===== src/rtl/core/jsu_pkg.sv =====
`timescale 1ns / 1ps

package jsu_pkg;

  typedef enum logic [1:0] {
    ST_OPEN     = 2'd0,
    ST_CLOSED   = 2'd1,
    ST_UNCLOSED = 2'd2,
    ST_TRUNC    = 2'd3
  } status_e;

  localparam logic [7:0] CHR_QUOTE = 8'h22;
  localparam logic [7:0] CHR_BSL   = 8'h5c;
  localparam logic [7:0] CHR_T     = 8'h74;
  localparam logic [7:0] CHR_B     = 8'h62;
  localparam logic [7:0] CHR_F     = 8'h66;
  localparam logic [7:0] CHR_R     = 8'h72;
  localparam logic [7:0] CHR_N     = 8'h6e;
  localparam logic [7:0] CHR_U     = 8'h75;
  localparam logic [7:0] CHR_NINE  = 8'h39;

  // one decoded input item: up to three output bytes
  typedef struct packed {
    logic [2:0][7:0] bytes;
    logic            has_byte;
    logic [1:0]      last_idx;
    status_e         status;
  } job_t;

endpackage


===== src/rtl/core/jsu_front.sv =====
`timescale 1ns / 1ps

module jsu_front
  import jsu_pkg::*;
(
  input  logic       clk_i,
  input  logic       rst_ni,
  input  logic       accept_i,
  input  logic [7:0] text_byte_i,
  input  logic       end_of_text_i,
  output job_t       job_o
);

  logic        esc_q, esc_d;
  logic [2:0]  hex_q, hex_d;
  logic [15:0] cp_q, cp_d;

  logic [15:0]     digit;
  logic [15:0]     cp_shift;
  logic [2:0][7:0] bytes;
  logic [1:0]      n;
  logic            closed;
  logic            uerr;
  status_e         status;

  always_comb begin
    esc_d  = esc_q;
    hex_d  = hex_q;
    cp_d   = cp_q;
    bytes  = '0;
    n      = 2'd0;
    closed = 1'b0;
    uerr   = 1'b0;

    if (text_byte_i <= CHR_NINE) begin
      digit = {8'h00, text_byte_i} - 16'h0030;
    end else begin
      digit = {13'd0, text_byte_i[2:0]} + 16'd9;
    end
    cp_shift = {cp_q[11:0], 4'h0} + digit;

    if (hex_q != 3'd0) begin
      cp_d = cp_shift;
      if (hex_q >= 3'd4) begin
        hex_d = 3'd0;
        if (end_of_text_i) begin
          uerr = 1'b1;
        end else if (cp_shift == 16'h0000) begin
          n = 2'd0;
        end else if (cp_shift < 16'h0080) begin
          bytes[0] = cp_shift[7:0];
          n = 2'd1;
        end else if (cp_shift < 16'h0800) begin
          bytes[0] = 8'hc0 | {3'b000, cp_shift[10:6]};
          bytes[1] = 8'h80 | {2'b00, cp_shift[5:0]};
          n = 2'd2;
        end else begin
          bytes[0] = 8'he0 | {4'h0, cp_shift[15:12]};
          bytes[1] = 8'h80 | {2'b00, cp_shift[11:6]};
          bytes[2] = 8'h80 | {2'b00, cp_shift[5:0]};
          n = 2'd3;
        end
      end else begin
        hex_d = hex_q + 3'd1;
        uerr  = end_of_text_i;
      end
    end else if (esc_q) begin
      esc_d = 1'b0;
      case (text_byte_i)
        CHR_T: begin bytes[0] = 8'h09; n = 2'd1; end
        CHR_B: begin bytes[0] = 8'h08; n = 2'd1; end
        CHR_F: begin bytes[0] = 8'h0c; n = 2'd1; end
        CHR_R: begin bytes[0] = 8'h0d; n = 2'd1; end
        CHR_N: begin bytes[0] = 8'h0a; n = 2'd1; end
        CHR_U: begin
          hex_d = 3'd1;
          cp_d  = 16'h0000;
          uerr  = end_of_text_i;
        end
        default: begin bytes[0] = text_byte_i; n = 2'd1; end
      endcase
    end else if (text_byte_i == CHR_BSL) begin
      esc_d = 1'b1;
    end else if (text_byte_i == CHR_QUOTE) begin
      closed = 1'b1;
    end else begin
      bytes[0] = text_byte_i;
      n = 2'd1;
    end

    if (uerr) begin
      status = ST_TRUNC;
    end else if (closed) begin
      status = ST_CLOSED;
    end else if (end_of_text_i) begin
      status = ST_UNCLOSED;
    end else begin
      status = ST_OPEN;
    end

    if (status != ST_OPEN) begin
      esc_d = 1'b0;
      hex_d = 3'd0;
      cp_d  = 16'h0000;
    end

    job_o.bytes    = bytes;
    job_o.has_byte = (n != 2'd0);
    job_o.last_idx = (n == 2'd0) ? 2'd0 : n - 2'd1;
    job_o.status   = status;
  end

  always_ff @(posedge clk_i or negedge rst_ni) begin
    if (!rst_ni) begin
      esc_q <= 1'b0;
      hex_q <= 3'd0;
      cp_q  <= 16'h0000;
    end else if (accept_i) begin
      esc_q <= esc_d;
      hex_q <= hex_d;
      cp_q  <= cp_d;
    end
  end

endmodule


===== src/rtl/core/jsu_fifo.sv =====
`timescale 1ns / 1ps

module jsu_fifo #(
  parameter int Width = 8,
  parameter int Depth = 4
) (
  input  logic             clk_i,
  input  logic             rst_ni,
  input  logic             push_i,
  input  logic [Width-1:0] wdata_i,
  output logic             full_o,
  input  logic             pop_i,
  output logic             valid_o,
  output logic [Width-1:0] rdata_o
);

  localparam int PtrW = (Depth > 1) ? $clog2(Depth) : 1;
  localparam int CntW = $clog2(Depth + 1);
  localparam logic [PtrW-1:0] PtrMax = PtrW'(Depth - 1);
  localparam logic [CntW-1:0] CntMax = CntW'(Depth);

  logic [Width-1:0] mem_q [Depth];
  logic [PtrW-1:0]  wptr_q, rptr_q;
  logic [CntW-1:0]  cnt_q, cnt_d;

  assign full_o  = (cnt_q == CntMax);
  assign valid_o = (cnt_q != '0);
  assign rdata_o = mem_q[rptr_q];

  always_comb begin
    cnt_d = cnt_q;
    if (push_i && !pop_i) begin
      cnt_d = cnt_q + CntW'(1);
    end else if (pop_i && !push_i) begin
      cnt_d = cnt_q - CntW'(1);
    end
  end

  always_ff @(posedge clk_i) begin
    if (push_i) begin
      mem_q[wptr_q] <= wdata_i;
    end
  end

  always_ff @(posedge clk_i or negedge rst_ni) begin
    if (!rst_ni) begin
      wptr_q <= '0;
      rptr_q <= '0;
      cnt_q  <= '0;
    end else begin
      cnt_q <= cnt_d;
      if (push_i) begin
        wptr_q <= (wptr_q == PtrMax) ? '0 : wptr_q + PtrW'(1);
      end
      if (pop_i) begin
        rptr_q <= (rptr_q == PtrMax) ? '0 : rptr_q + PtrW'(1);
      end
    end
  end

endmodule


===== src/rtl/core/jsu_back.sv =====
`timescale 1ns / 1ps

module jsu_back
  import jsu_pkg::*;
(
  input  logic       clk_i,
  input  logic       rst_ni,
  input  logic       job_valid_i,
  input  job_t       job_i,
  output logic       job_pop_o,
  output logic       valid_o,
  input  logic       ready_i,
  output logic [7:0] out_byte_o,
  output logic       has_byte_o,
  output status_e    status_o,
  output logic       last_o
);

  logic       busy_q, busy_d;
  logic [1:0] idx_q, idx_d;
  job_t       job_q;
  logic       last;

  assign last      = (idx_q == job_q.last_idx);
  assign job_pop_o = job_valid_i && (!busy_q || (ready_i && last));

  always_comb begin
    busy_d = busy_q;
    idx_d  = idx_q;
    if (job_pop_o) begin
      busy_d = 1'b1;
      idx_d  = 2'd0;
    end else if (busy_q && ready_i) begin
      if (last) begin
        busy_d = 1'b0;
      end else begin
        idx_d = idx_q + 2'd1;
      end
    end
  end

  always_ff @(posedge clk_i or negedge rst_ni) begin
    if (!rst_ni) begin
      busy_q <= 1'b0;
      idx_q  <= 2'd0;
    end else begin
      busy_q <= busy_d;
      idx_q  <= idx_d;
    end
  end

  always_ff @(posedge clk_i) begin
    if (job_pop_o) begin
      job_q <= job_i;
    end
  end

  assign valid_o    = busy_q;
  assign out_byte_o = job_q.bytes[idx_q];
  assign has_byte_o = job_q.has_byte;
  assign status_o   = job_q.status;
  assign last_o     = last;

endmodule


===== src/rtl/core/json_string_unescape_utf8.sv =====
// JSON string body unescaper: one byte of the string body per input item
// (after the opening quote), decoded to UTF-8 result items. Each input item
// gives one to three results; an item that decodes no byte gives one result
// with has_byte low. The status rides on every result, and tlast marks the
// final result of each input item. Input is taken one item per cycle while
// the queue is not full, and results leave one per cycle while m_axis_tready
// is high, so the rate is set by the output side. A queue of FifoDepth
// decoded items sits between the decoder and the output stage; input stalls
// only while it is full. An input item is registered in the queue and then
// in the output stage before its first result appears.
`timescale 1ns / 1ps

module json_string_unescape_utf8
  import jsu_pkg::*;
#(
  parameter int FifoDepth = 4
) (
  input  logic       clk_i,
  input  logic       rst_ni,
  input  logic       s_axis_tvalid,
  output logic       s_axis_tready,
  input  logic [7:0] s_axis_tdata,  // [7:0] text_byte
  input  logic       s_axis_tlast,  // end_of_text
  output logic       m_axis_tvalid,
  input  logic       m_axis_tready,
  output logic [7:0] m_axis_tdata,  // [7:0] out_byte
  output logic [2:0] m_axis_tuser,  // [0] has_byte, [2:1] status
  output logic       m_axis_tlast   // last_of_run
);

  logic    accept;
  logic    fifo_full;
  logic    fifo_valid;
  logic    fifo_pop;
  job_t    job_new;
  job_t    job_head;
  logic    has_byte;
  status_e status;

  assign s_axis_tready = !fifo_full;
  assign accept        = s_axis_tvalid && !fifo_full;

  jsu_front u_front (
    .clk_i        (clk_i),
    .rst_ni       (rst_ni),
    .accept_i     (accept),
    .text_byte_i  (s_axis_tdata),
    .end_of_text_i(s_axis_tlast),
    .job_o        (job_new)
  );

  jsu_fifo #(
    .Width($bits(job_t)),
    .Depth(FifoDepth)
  ) u_fifo (
    .clk_i  (clk_i),
    .rst_ni (rst_ni),
    .push_i (accept),
    .wdata_i(job_new),
    .full_o (fifo_full),
    .pop_i  (fifo_pop),
    .valid_o(fifo_valid),
    .rdata_o(job_head)
  );

  jsu_back u_back (
    .clk_i      (clk_i),
    .rst_ni     (rst_ni),
    .job_valid_i(fifo_valid),
    .job_i      (job_head),
    .job_pop_o  (fifo_pop),
    .valid_o    (m_axis_tvalid),
    .ready_i    (m_axis_tready),
    .out_byte_o (m_axis_tdata),
    .has_byte_o (has_byte),
    .status_o   (status),
    .last_o     (m_axis_tlast)
  );

  assign m_axis_tuser = {status, has_byte};

endmodule


===== config.mk =====
export PLATFORM = sky130hd
export DESIGN_NAME = json_string_unescape_utf8
export DESIGN_NICKNAME = d
export VERILOG_FILES = /design/src/rtl/core/jsu_pkg.sv /design/src/rtl/core/jsu_front.sv /design/src/rtl/core/jsu_fifo.sv /design/src/rtl/core/jsu_back.sv /design/src/rtl/core/json_string_unescape_utf8.sv
export SDC_FILE = /design/constraint.sdc
export NUM_CORES = 1
export LEC_CHECK = 0
export BUFFER_PORTS_ARGS = -buffer_cell sky130_fd_sc_hd__clkbuf_2
export CORE_ASPECT_RATIO = 2
export CORE_MARGIN = 1.5
export CORE_UTILIZATION = 35
export DETAILED_ROUTE_END_ITERATION = 7
export GPL_TIMING_DRIVEN = 0
export MAX_ROUTING_LAYER = met4
export PLACE_DENSITY = 0.52
export SETUP_SLACK_MARGIN = 0.15
export SKIP_CTS_REPAIR_TIMING = 1
export SLEW_MARGIN = 10
export SYNTH_ARGS = -nofsm -noshare
export SYNTH_HDL_FRONTEND = slang
export SYNTH_SLANG_ARGS = --single-unit

===== constraint.sdc =====
create_clock -name clk_i -period 7.3 [get_ports clk_i]
set_input_delay 0 -clock clk_i [delete_from_list [all_inputs] [get_ports clk_i]]
set_output_delay 0 -clock clk_i [all_outputs]
set_load 0.02 [all_outputs]

# ---- Word-level counts from Yosys, hierarchy flattened
# Memories as Yosys holds them, arrays and structs flattened. A register that Yosys moved wholly into a read port is not among the register bits.
# Index checks and enable logic that the tools add are counted.
dict set report op_classes {
  div 0
  reduce_logical 26
  order_cmp 5
  addsub 10
  n_mul 0
  n_mux 64
  n_eq_ne 14
  bitwise 0
  shift 0
}
# operator n
set op_table {}
lappend op_table {{24-bit two-way mux} 3}
lappend op_table {{8-bit by 7-bit == test with 1-bit output (second input constant)} 7}
lappend op_table {{8-bit two-way mux} 7}
lappend op_table {{12-bit two-way mux} 4}
lappend op_table {{16-bit two-way mux} 3}
lappend op_table {{8-bit one-hot mux with 6 select lines} 1}
lappend op_table {{2-bit two-way mux} 16}
lappend op_table {{1-bit two-way mux} 21}
lappend op_table {{3-bit two-way mux} 7}
lappend op_table {{16-bit adder} 1}
lappend op_table {{8-bit binary-select mux with 2-bit select} 1}
lappend op_table {{16-bit logical NOT} 1}
lappend op_table {{16-bit by 12-bit < comparator with 1-bit output (second input constant)} 1}
lappend op_table {{16-bit by 8-bit < comparator with 1-bit output (second input constant)} 1}
lappend op_table {{14-bit two-way mux} 1}
lappend op_table {{3-bit nonzero test} 4}
lappend op_table {{2-bit nonzero test} 5}
lappend op_table {{8-bit by 6-bit subtractor with 9-bit output (second input constant)} 1}
lappend op_table {{8-bit by 6-bit == test with 1-bit output (second input constant)} 1}
lappend op_table {{8-bit by 6-bit less-or-equal comparator with 1-bit output (second input constant)} 1}
lappend op_table {{2-bit by 1-bit adder with 2-bit output (second input constant)} 3}
lappend op_table {{3-bit by 1-bit adder with 3-bit output (second input constant)} 2}
lappend op_table {{1-bit logical AND} 6}
lappend op_table {{2-bit AND reduction} 3}
lappend op_table {{other kinds (13)} 18}
dict set report word_totals {
  rom_bits 0
  latchBits 0
  out_inout_bits 14
  reg_bits 26
  mem_count 1
  mem_bits_rw 116
}
# name words word_bits rd rd_ports_with_merged_regs wr line_no
set memory_table {}
lappend memory_table {u_fifo.mem_q 4 29 1 1 1 jsu_fifo.sv:22} ;# logic [Width-1:0] mem_q [Depth];

# ---- Longest topological paths before layout
# Gate-level depths: netlist of run 1.
dict set report logic_depth {
  ltp_word 12
  mapped_depth 18
  depth_no_buf 16
}

# ---- Hierarchy
# Synthesis of run 1 repeated with hierarchy kept, for this count alone.
dict set report hier_totals {
  cells_unflattened 570
  area_unflattened_um2 8224.1
}
# module seq_area_each_um2 area_per_inst_um2 instances cells_each
set by_module_without_submodules {}
lappend by_module_without_submodules {jsu_fifo 3658.5 4598.2 1 188}
lappend by_module_without_submodules {jsu_front 400.4 2342.2 1 296}
lappend by_module_without_submodules {jsu_back 945.9 1266.2 1 83}
lappend by_module_without_submodules {json_string_unescape_utf8 0.0 17.5 1 3}

# ---- Worst setup path after synthesis of run 1
# Ideal clock, no wire load.
dict set report synth_timing {
  path_type {reg2reg}
  from {register u_back.idx_q[0]}
  to {register u_fifo.cnt_q[1]}
  t_arrival_ns 3.645
  t_required_ns 7.175
  path_slack_ns 3.530
  path_stages_with_launch 10
  synth_period_minus_slack_ns 3.770
  n_path_buf 0
  cell_sequence {dfrtp_1 -> xor2_1 -> nor2_1 -> nand2_1 -> a21oi_1 -> inv_1 -> ha_1 -> inv_1 -> fa_1 -> mux2_2}
}
dict set report synth_between {
  elab_chain_cells 7
  elab_cells_between_ends 9
}
# element line_no
set synth_rtl {}
lappend synth_rtl {{start: declaration} jsu_back.sv:20} ;# logic [1:0] idx_q, idx_d;
lappend synth_rtl {{start signal: assignment} jsu_back.sv:48} ;# idx_q <= idx_d;
lappend synth_rtl {{2-bit == test} jsu_back.sv:24} ;# assign last = (idx_q == job_q.last_idx);
lappend synth_rtl {{named net m_axis_tlast} json_string_unescape_utf8.sv:28} ;# output logic m_axis_tlast
lappend synth_rtl {{1-bit logical AND} jsu_back.sv:25} ;# assign job_pop_o = job_valid_i && (!busy_q || (ready_i && last));
lappend synth_rtl {{1-bit logical OR} jsu_back.sv:25}
lappend synth_rtl {{1-bit logical AND} jsu_back.sv:25}
lappend synth_rtl {{named net fifo_pop} json_string_unescape_utf8.sv:34} ;# logic fifo_pop;
lappend synth_rtl {{1-bit logical NOT} jsu_fifo.sv:32} ;# if (push_i && !pop_i) begin
lappend synth_rtl {{1-bit logical AND} jsu_fifo.sv:32}
lappend synth_rtl {{3-bit two-way mux} jsu_fifo.sv:32}
lappend synth_rtl {{named net u_fifo.cnt_d[1]} jsu_fifo.sv:24} ;# logic [CntW-1:0] cnt_q, cnt_d;
lappend synth_rtl {{end signal: assignment} jsu_fifo.sv:51} ;# cnt_q <= cnt_d;
lappend synth_rtl {{end: declaration} jsu_fifo.sv:24}
# The timed path passes the listed nets, and every way through them passes these cells.
# A chain may end at the register's enable or synchronous reset.

==> reports/metrics.cfg, run 1 <==
[grt]
grt_pass1_vias=4932
use_met3=0.0313
grt_usage=0.167
busiest_layer=met2
grt_max_degree=28
grt_pass1_wl_um=27000
antenna_found_initial=0
met2_usage=0.313
overflow=0
grt.met1_usage=0.148

[layout]
diodes=0
nets=632
area_delta_synth_final_pct=14.4
stdcell_area_um2=8770
drive_above_1_share=0.208

[placed_design]
pre_cts_ws_ps=2780
globalplace.congestion=0.824
place_area_um2=8180
dpl.hpwl_um=12600
io_buffers=26

[detailed_routing]
ant_nets=0
drt_iter0_drc=126
wl_per_cell_um=19.3
drc=0
vias=4557
drt_wl_total_um=16900
viasPerCell=5.21
dr.pass1.iters=4

[die]
initial_core_util=0.357
placementRows=76
io_pins=27
die_w_um=108
fp.coreArea_um2=21500
die_height_um=212
die_area_um2=22900

[setup_path]
worstPathArrival_ps=4320
critical_path_class=in2reg
critical_path.endpoint_type=flip-flop
crit_fanout=9
crit_path_start_kind=input pin
critPathRequiredTime_ps=7510

[clock_tree]
clk_latency_ps=420
ctsRootBufferMaster=clkbuf_16
cts_tree=yes
cts.sinks=161
clockBufferDepth=2
cts.clk_slew.worst_paths_ps=60
numCtsBuffers=17
htree_levels=4

[yosys]
yosysMostFrequentCell=edfxtp_1
synth_ff_type=edfxtp_1
netlist_top_cells_count=135 x edfxtp_1, 38 x nand2_1, 32 x o21ai_0
yosys_warnings=0
synthTopCellsByArea=edfxtp_1 53%, dfrtp_1 8.5%, mux4_2 7.9%
syn-cell-area_um2=7670
synth_area_leader_cell=edfxtp_1
postSynthAreaPerCell_um2=14.2
async_flop_share=0.161
yosysUniqueCellTypes=70
synthCells=540
synth.net_count=583
synth_edf_count=135
synth_top_area_share=0.528
seq_area_frac_synth=0.613
yosys_register_bits=161

[sta]
finalCriticalPeriod_ps=4110
skew_ps=9.64
period_share=0.563
hold_viol=0
hold_slack_ps=78.6
rsz0062_at_grt=false
tightest_slew_ps=933
slew_headroom=0.378
max_clock_freq_mhz=243
slew_violations=0
setup_tns_ps=0
setup_violations=0
fin_ws_ps=3190

[power_and_ir_drop]
switching_share=0.338
power_mw=3.53
p_comb_frac=0.362
p_leak_nw=3.19
p_switching_mw=1.19
power_density_nw_per_um2=402
seqPwrFrac=0.397
p_int_mw=2.34
ir_drop_mv=0.170
pwr-share-clk=0.240

[hold_path]
hold_path.class=in2reg

[outcome]
status=finished, final reports clean

[run]
drv_cap=0

-- logic make-up (layout without fill, tap and decap cells) --
group | count (synthesis) | in the layout | share of synthesized area
xor gates and xnor gates | 15 | 15 | 0.0181
muxes | 45 | 45 | 0.103
adders and majority gates | 30 | 30 | 0.0509
buffers and inverters | 46 | 108 | 0.0272
and+or+nand+nor | 126 | 126 | 0.0845
AOI/OAI and AO/OA | 117 | 117 | 0.103
DFF | 161 | 161 | 0.613
-- placed cells by master (no fill, tap or decap), drive strengths merged, types with 5 or more instances in the layout --
cell | netlist | final
mux4 | 27 | 27
o22ai | 9 | 9
o21ai | 33 | 33
nand2 | 38 | 38
a22o | 6 | 6
nor3 | 12 | 12
dfrtp | 26 | 26
edfxtp | 135 | 135
nor2 | 27 | 27
buf | 10 | 11
and2 | 7 | 7
xor2 | 7 | 7
mux2i | 15 | 15
a21oi | 27 | 27
nor2b | 5 | 5
inv | 24 | 24
clkbuf | 12 | 63
or2 | 5 | 5
ha | 28 | 28
nand3 | 12 | 12
a31oi | 7 | 7
xnor2 | 8 | 8
and3 | 6 | 6
-- registers in the layout, summed over array words and instances (netlist names) --
register           flops
u_fifo.cnt_q           3
u_fifo.mem_q         108
u_fifo.rptr_q          2
u_back.has_byte_o      1
u_back.valid_o         1
u_back.status_o        2
u_back.idx_q           2
u_front.hex_q          3
u_fifo.wptr_q          2
u_back.job_q          24
u_front.esc_q          1
u_front.cp_q          12
-- critical path, cell delays in order --
cell	delay, ps
clkbuf_2	140
inv_1	110
ha_1	170
o21bai_1	80
a311o_1	340
clkbuf_1	220
nand2_1	130
o21ai_0	90
ha_1	240
fa_1	430
a21oi_2	250
o22ai_2	160
a211oi_2	680
nor3_2	190
a21oi_1	730
nor2b_1	360
-- routing by layer --
layer	share of wire	up-vias	wire [um]
met5	0	-	0
met3	0.023	44	383
li1	-	2168	-
met1	0.34	2260	5820
met2	0.58	85	9870
met4	0.050	0	838
-- through the flow --
step,cells,util
global placement,839,0.379
finish,875,0.408
floorplan,540,-
CTS,872,0.407
global route,875,0.408
detailed placement,840,0.381
-- path summary, 6_finish.rpt --
check                                      from             endpoint  slack (ps)  cells after the start
worst min-delay path            s_axis_tdata[7]  u_fifo.mem_q[2][12]          80                      2
worst min register to register  u_fifo.cnt_q[2]      u_fifo.cnt_q[2]         490                      1
max in group asynchronous                rst_ni     u_front.cp_q[10]        6560                      2
worst max register to register  u_front.cp_q[0]  u_fifo.mem_q[3][18]        3670                      8
min in group asynchronous                rst_ni      u_fifo.cnt_q[2]         220                      2
worst max-delay path            s_axis_tdata[1]  u_fifo.mem_q[3][18]        3190                     16
-- final cells by class --
cell class | instances | area (um^2)
fill | 2070 | 12700
sequential | 161 | 4700
multi-input combinational | 333 | 2770
clock buffer | 25 | 475
tap | 273 | 342
timing repair buffer | 30 | 180
buffer | 22 | 119
inverter | 24 | 90.1
clock inverter | 7 | 87.6
-- power groups by stage --
stage | clock network (mW) | registers (mW) | logic (mW)
2_1_floorplan | 0 | 1.39 | 0.936
3_3_place_gp | 0 | 1.42 | 1.26
3_5_place_dp | 0 | 1.42 | 1.31
4_1_cts | 0.867 | 1.41 | 1.31
5_1_grt | 0.904 | 1.43 | 1.41
6_report | 0.849 | 1.40 | 1.28
Power figures use the tool's default switching activity.
==> run 2: changes to the inputs <==
==> constraint.sdc (replaced) <==
create_clock -name clk_i -period 3.8 [get_ports clk_i]
set_input_delay 0 -clock clk_i [delete_from_list [all_inputs] [get_ports clk_i]]
set_output_delay 0 -clock clk_i [all_outputs]
set_load 0.02 [all_outputs]
==> run 2 against run 1 <==
Effect of this change: worst hold slack worse by 23 ps; clock skew down 1.9 ps; final area up 1.6%; clock-buffer cell count down 7; cell count unchanged; clock power up 100%; critical path type unchanged.
==> reports/metrics.cfg, run 2 (synthesis results as in run 1) <==
[layout]
final_cell_mix=135 x edfxtp_1, 38 x nand2_1, 32 x o21ai_0
stdcell_area_um2=8910
nets=636
instances_no_fill=875
final_common_cell=edfxtp_1
largest_reg_flops=108
diodes=0
drive_above_1_share=0.228
reg_top3=u_fifo.mem_q x108, u_back.job_q x24, u_front.cp_q x12
area_delta_synth_final_pct=16.2
regMostFlops=u_fifo.mem_q

[grt]
grt_usage=0.168
grt_pass1_wl_um=27000
overflow=0
grt_pass1_vias=4970
antenna_found_initial=0
grt_max_degree=28

[detailed_routing]
dr.pass1.iters=4
drc=0
ant_nets=0
drt_wl_total_um=17100
drt_iter0_drc=165
viasPerCell=5.23
vias=4579
wl_per_cell_um=19.5

[clock_tree]
clockBufferDepth=2
ctsRootBufferMaster=clkbuf_16
numCtsBuffers=17
clk_latency_ps=420
htree_levels=4
cts_tree=yes
cts.clk_slew.worst_paths_ps=60
cts.sinks=161

[placed_design]
dpl.hpwl_um=12600
dp.cells=840
place_area_um2=8190
pre_cts_ws_ps=-730
io_buffers=26
globalplace.congestion=0.835

[die]
fp.coreArea_um2=21500
placementRows=76
die_height_um=212
die_area_um2=22900
initial_core_util=0.357
die_w_um=108
io_pins=27

[setup_path]
critPathMaxStageDelay_ps=390
crit_path_start_kind=input pin
critical_path_class=in2reg
critical_path.startpoint=s_axis_tdata[0]
critical_path.endpoint_type=flip-flop
r2r_cells=10
critical-path-slowest-cell=fa_2
crit_fanout=8
cp_cell_sequence=clkbuf_2, inv_1, ha_1, o21bai_1, a311o_1, clkbuf_2, nand2_1, o21ai_0, ha_1, fa_2, a21oi_4, o22ai_2, a311oi_2, xnor2_2, nor4_4, buf_4, a31o_4, o22ai_1
critPathRequiredTime_ps=3980
reg2reg_from=u_front.cp_q[0]
worstPathArrival_ps=3670

[sta]
slew_headroom=0.376
fin_ws_ps=313
hold_viol=0
setup_violations=0
hold_slack_ps=55.4
skew_ps=7.79
max_clock_freq_mhz=287
slew_violations=0
period_share=0.918
setup_tns_ps=0
finalCriticalPeriod_ps=3490
tightest_slew_ps=936
rsz0062_at_grt=true

[power_and_ir_drop]
power_density_nw_per_um2=783
ir_drop_mv=0.312
p_leak_nw=3.24

[run]
drv_cap=0

[hold_path]
min_from=s_axis_tdata[5]
min_path_cells=2
hold_path.class=in2reg

[outcome]
status=finished, final reports clean

run 2: critical path, delay by kind of cell:
family                     cells  cell delay, ps
xor gates and xnor gates       1             240
buffers and inverters          4             670
AOI/OAI and AO/OA              8            1790
adders and majority gates      3             790
and+or+nand+nor                2             160
run 2: cell type report:
cell class                 instances  area (um^2)
multi-input combinational        333         2860
tap                              273          342
buffer                            22          120
clock inverter                    10          145
sequential                       161         4700
clock buffer                      18          429
inverter                          24         90.1
fill                            2052        12600
timing repair buffer              34          228
run 2: final timing paths:
| check | to | slack (ps) |
|---|---|---|
| setup / recovery | u_fifo.mem_q[2][5] | 310 |
| max in group asynchronous | u_front.cp_q[9] | 3050 |
| setup reg to reg | u_fifo.mem_q[2][5] | 730 |
| hold reg to reg | u_front.cp_q[3] | 490 |
| hold / removal | u_fifo.mem_q[2][10] | 60 |
| min in group asynchronous | u_fifo.wptr_q[0] | 210 |
run 2: report_power, final:
group | switching (mW) | internal, mW
Sequential | 0.172 | 2.52
Combinational | 1.54 | 1.04
Clock | 0.630 | 1.07
run 2: stage by stage:
step	util	total power, mW
final	0.415	6.98
after detailed placement	0.381	5.26
after CTS	0.408	6.98
after global placement	0.379	5.15
after floorplan	-	4.47
after global routing	0.415	7.40
run 2: layer usage:
layer,part of all wire,routed length [um],global-route usage
met1,0.34,5820,0.151
met2,0.59,10100,0.318
met3,0.030,504,0.0356
met4,0.035,599,0.0912
met5,0,0,-
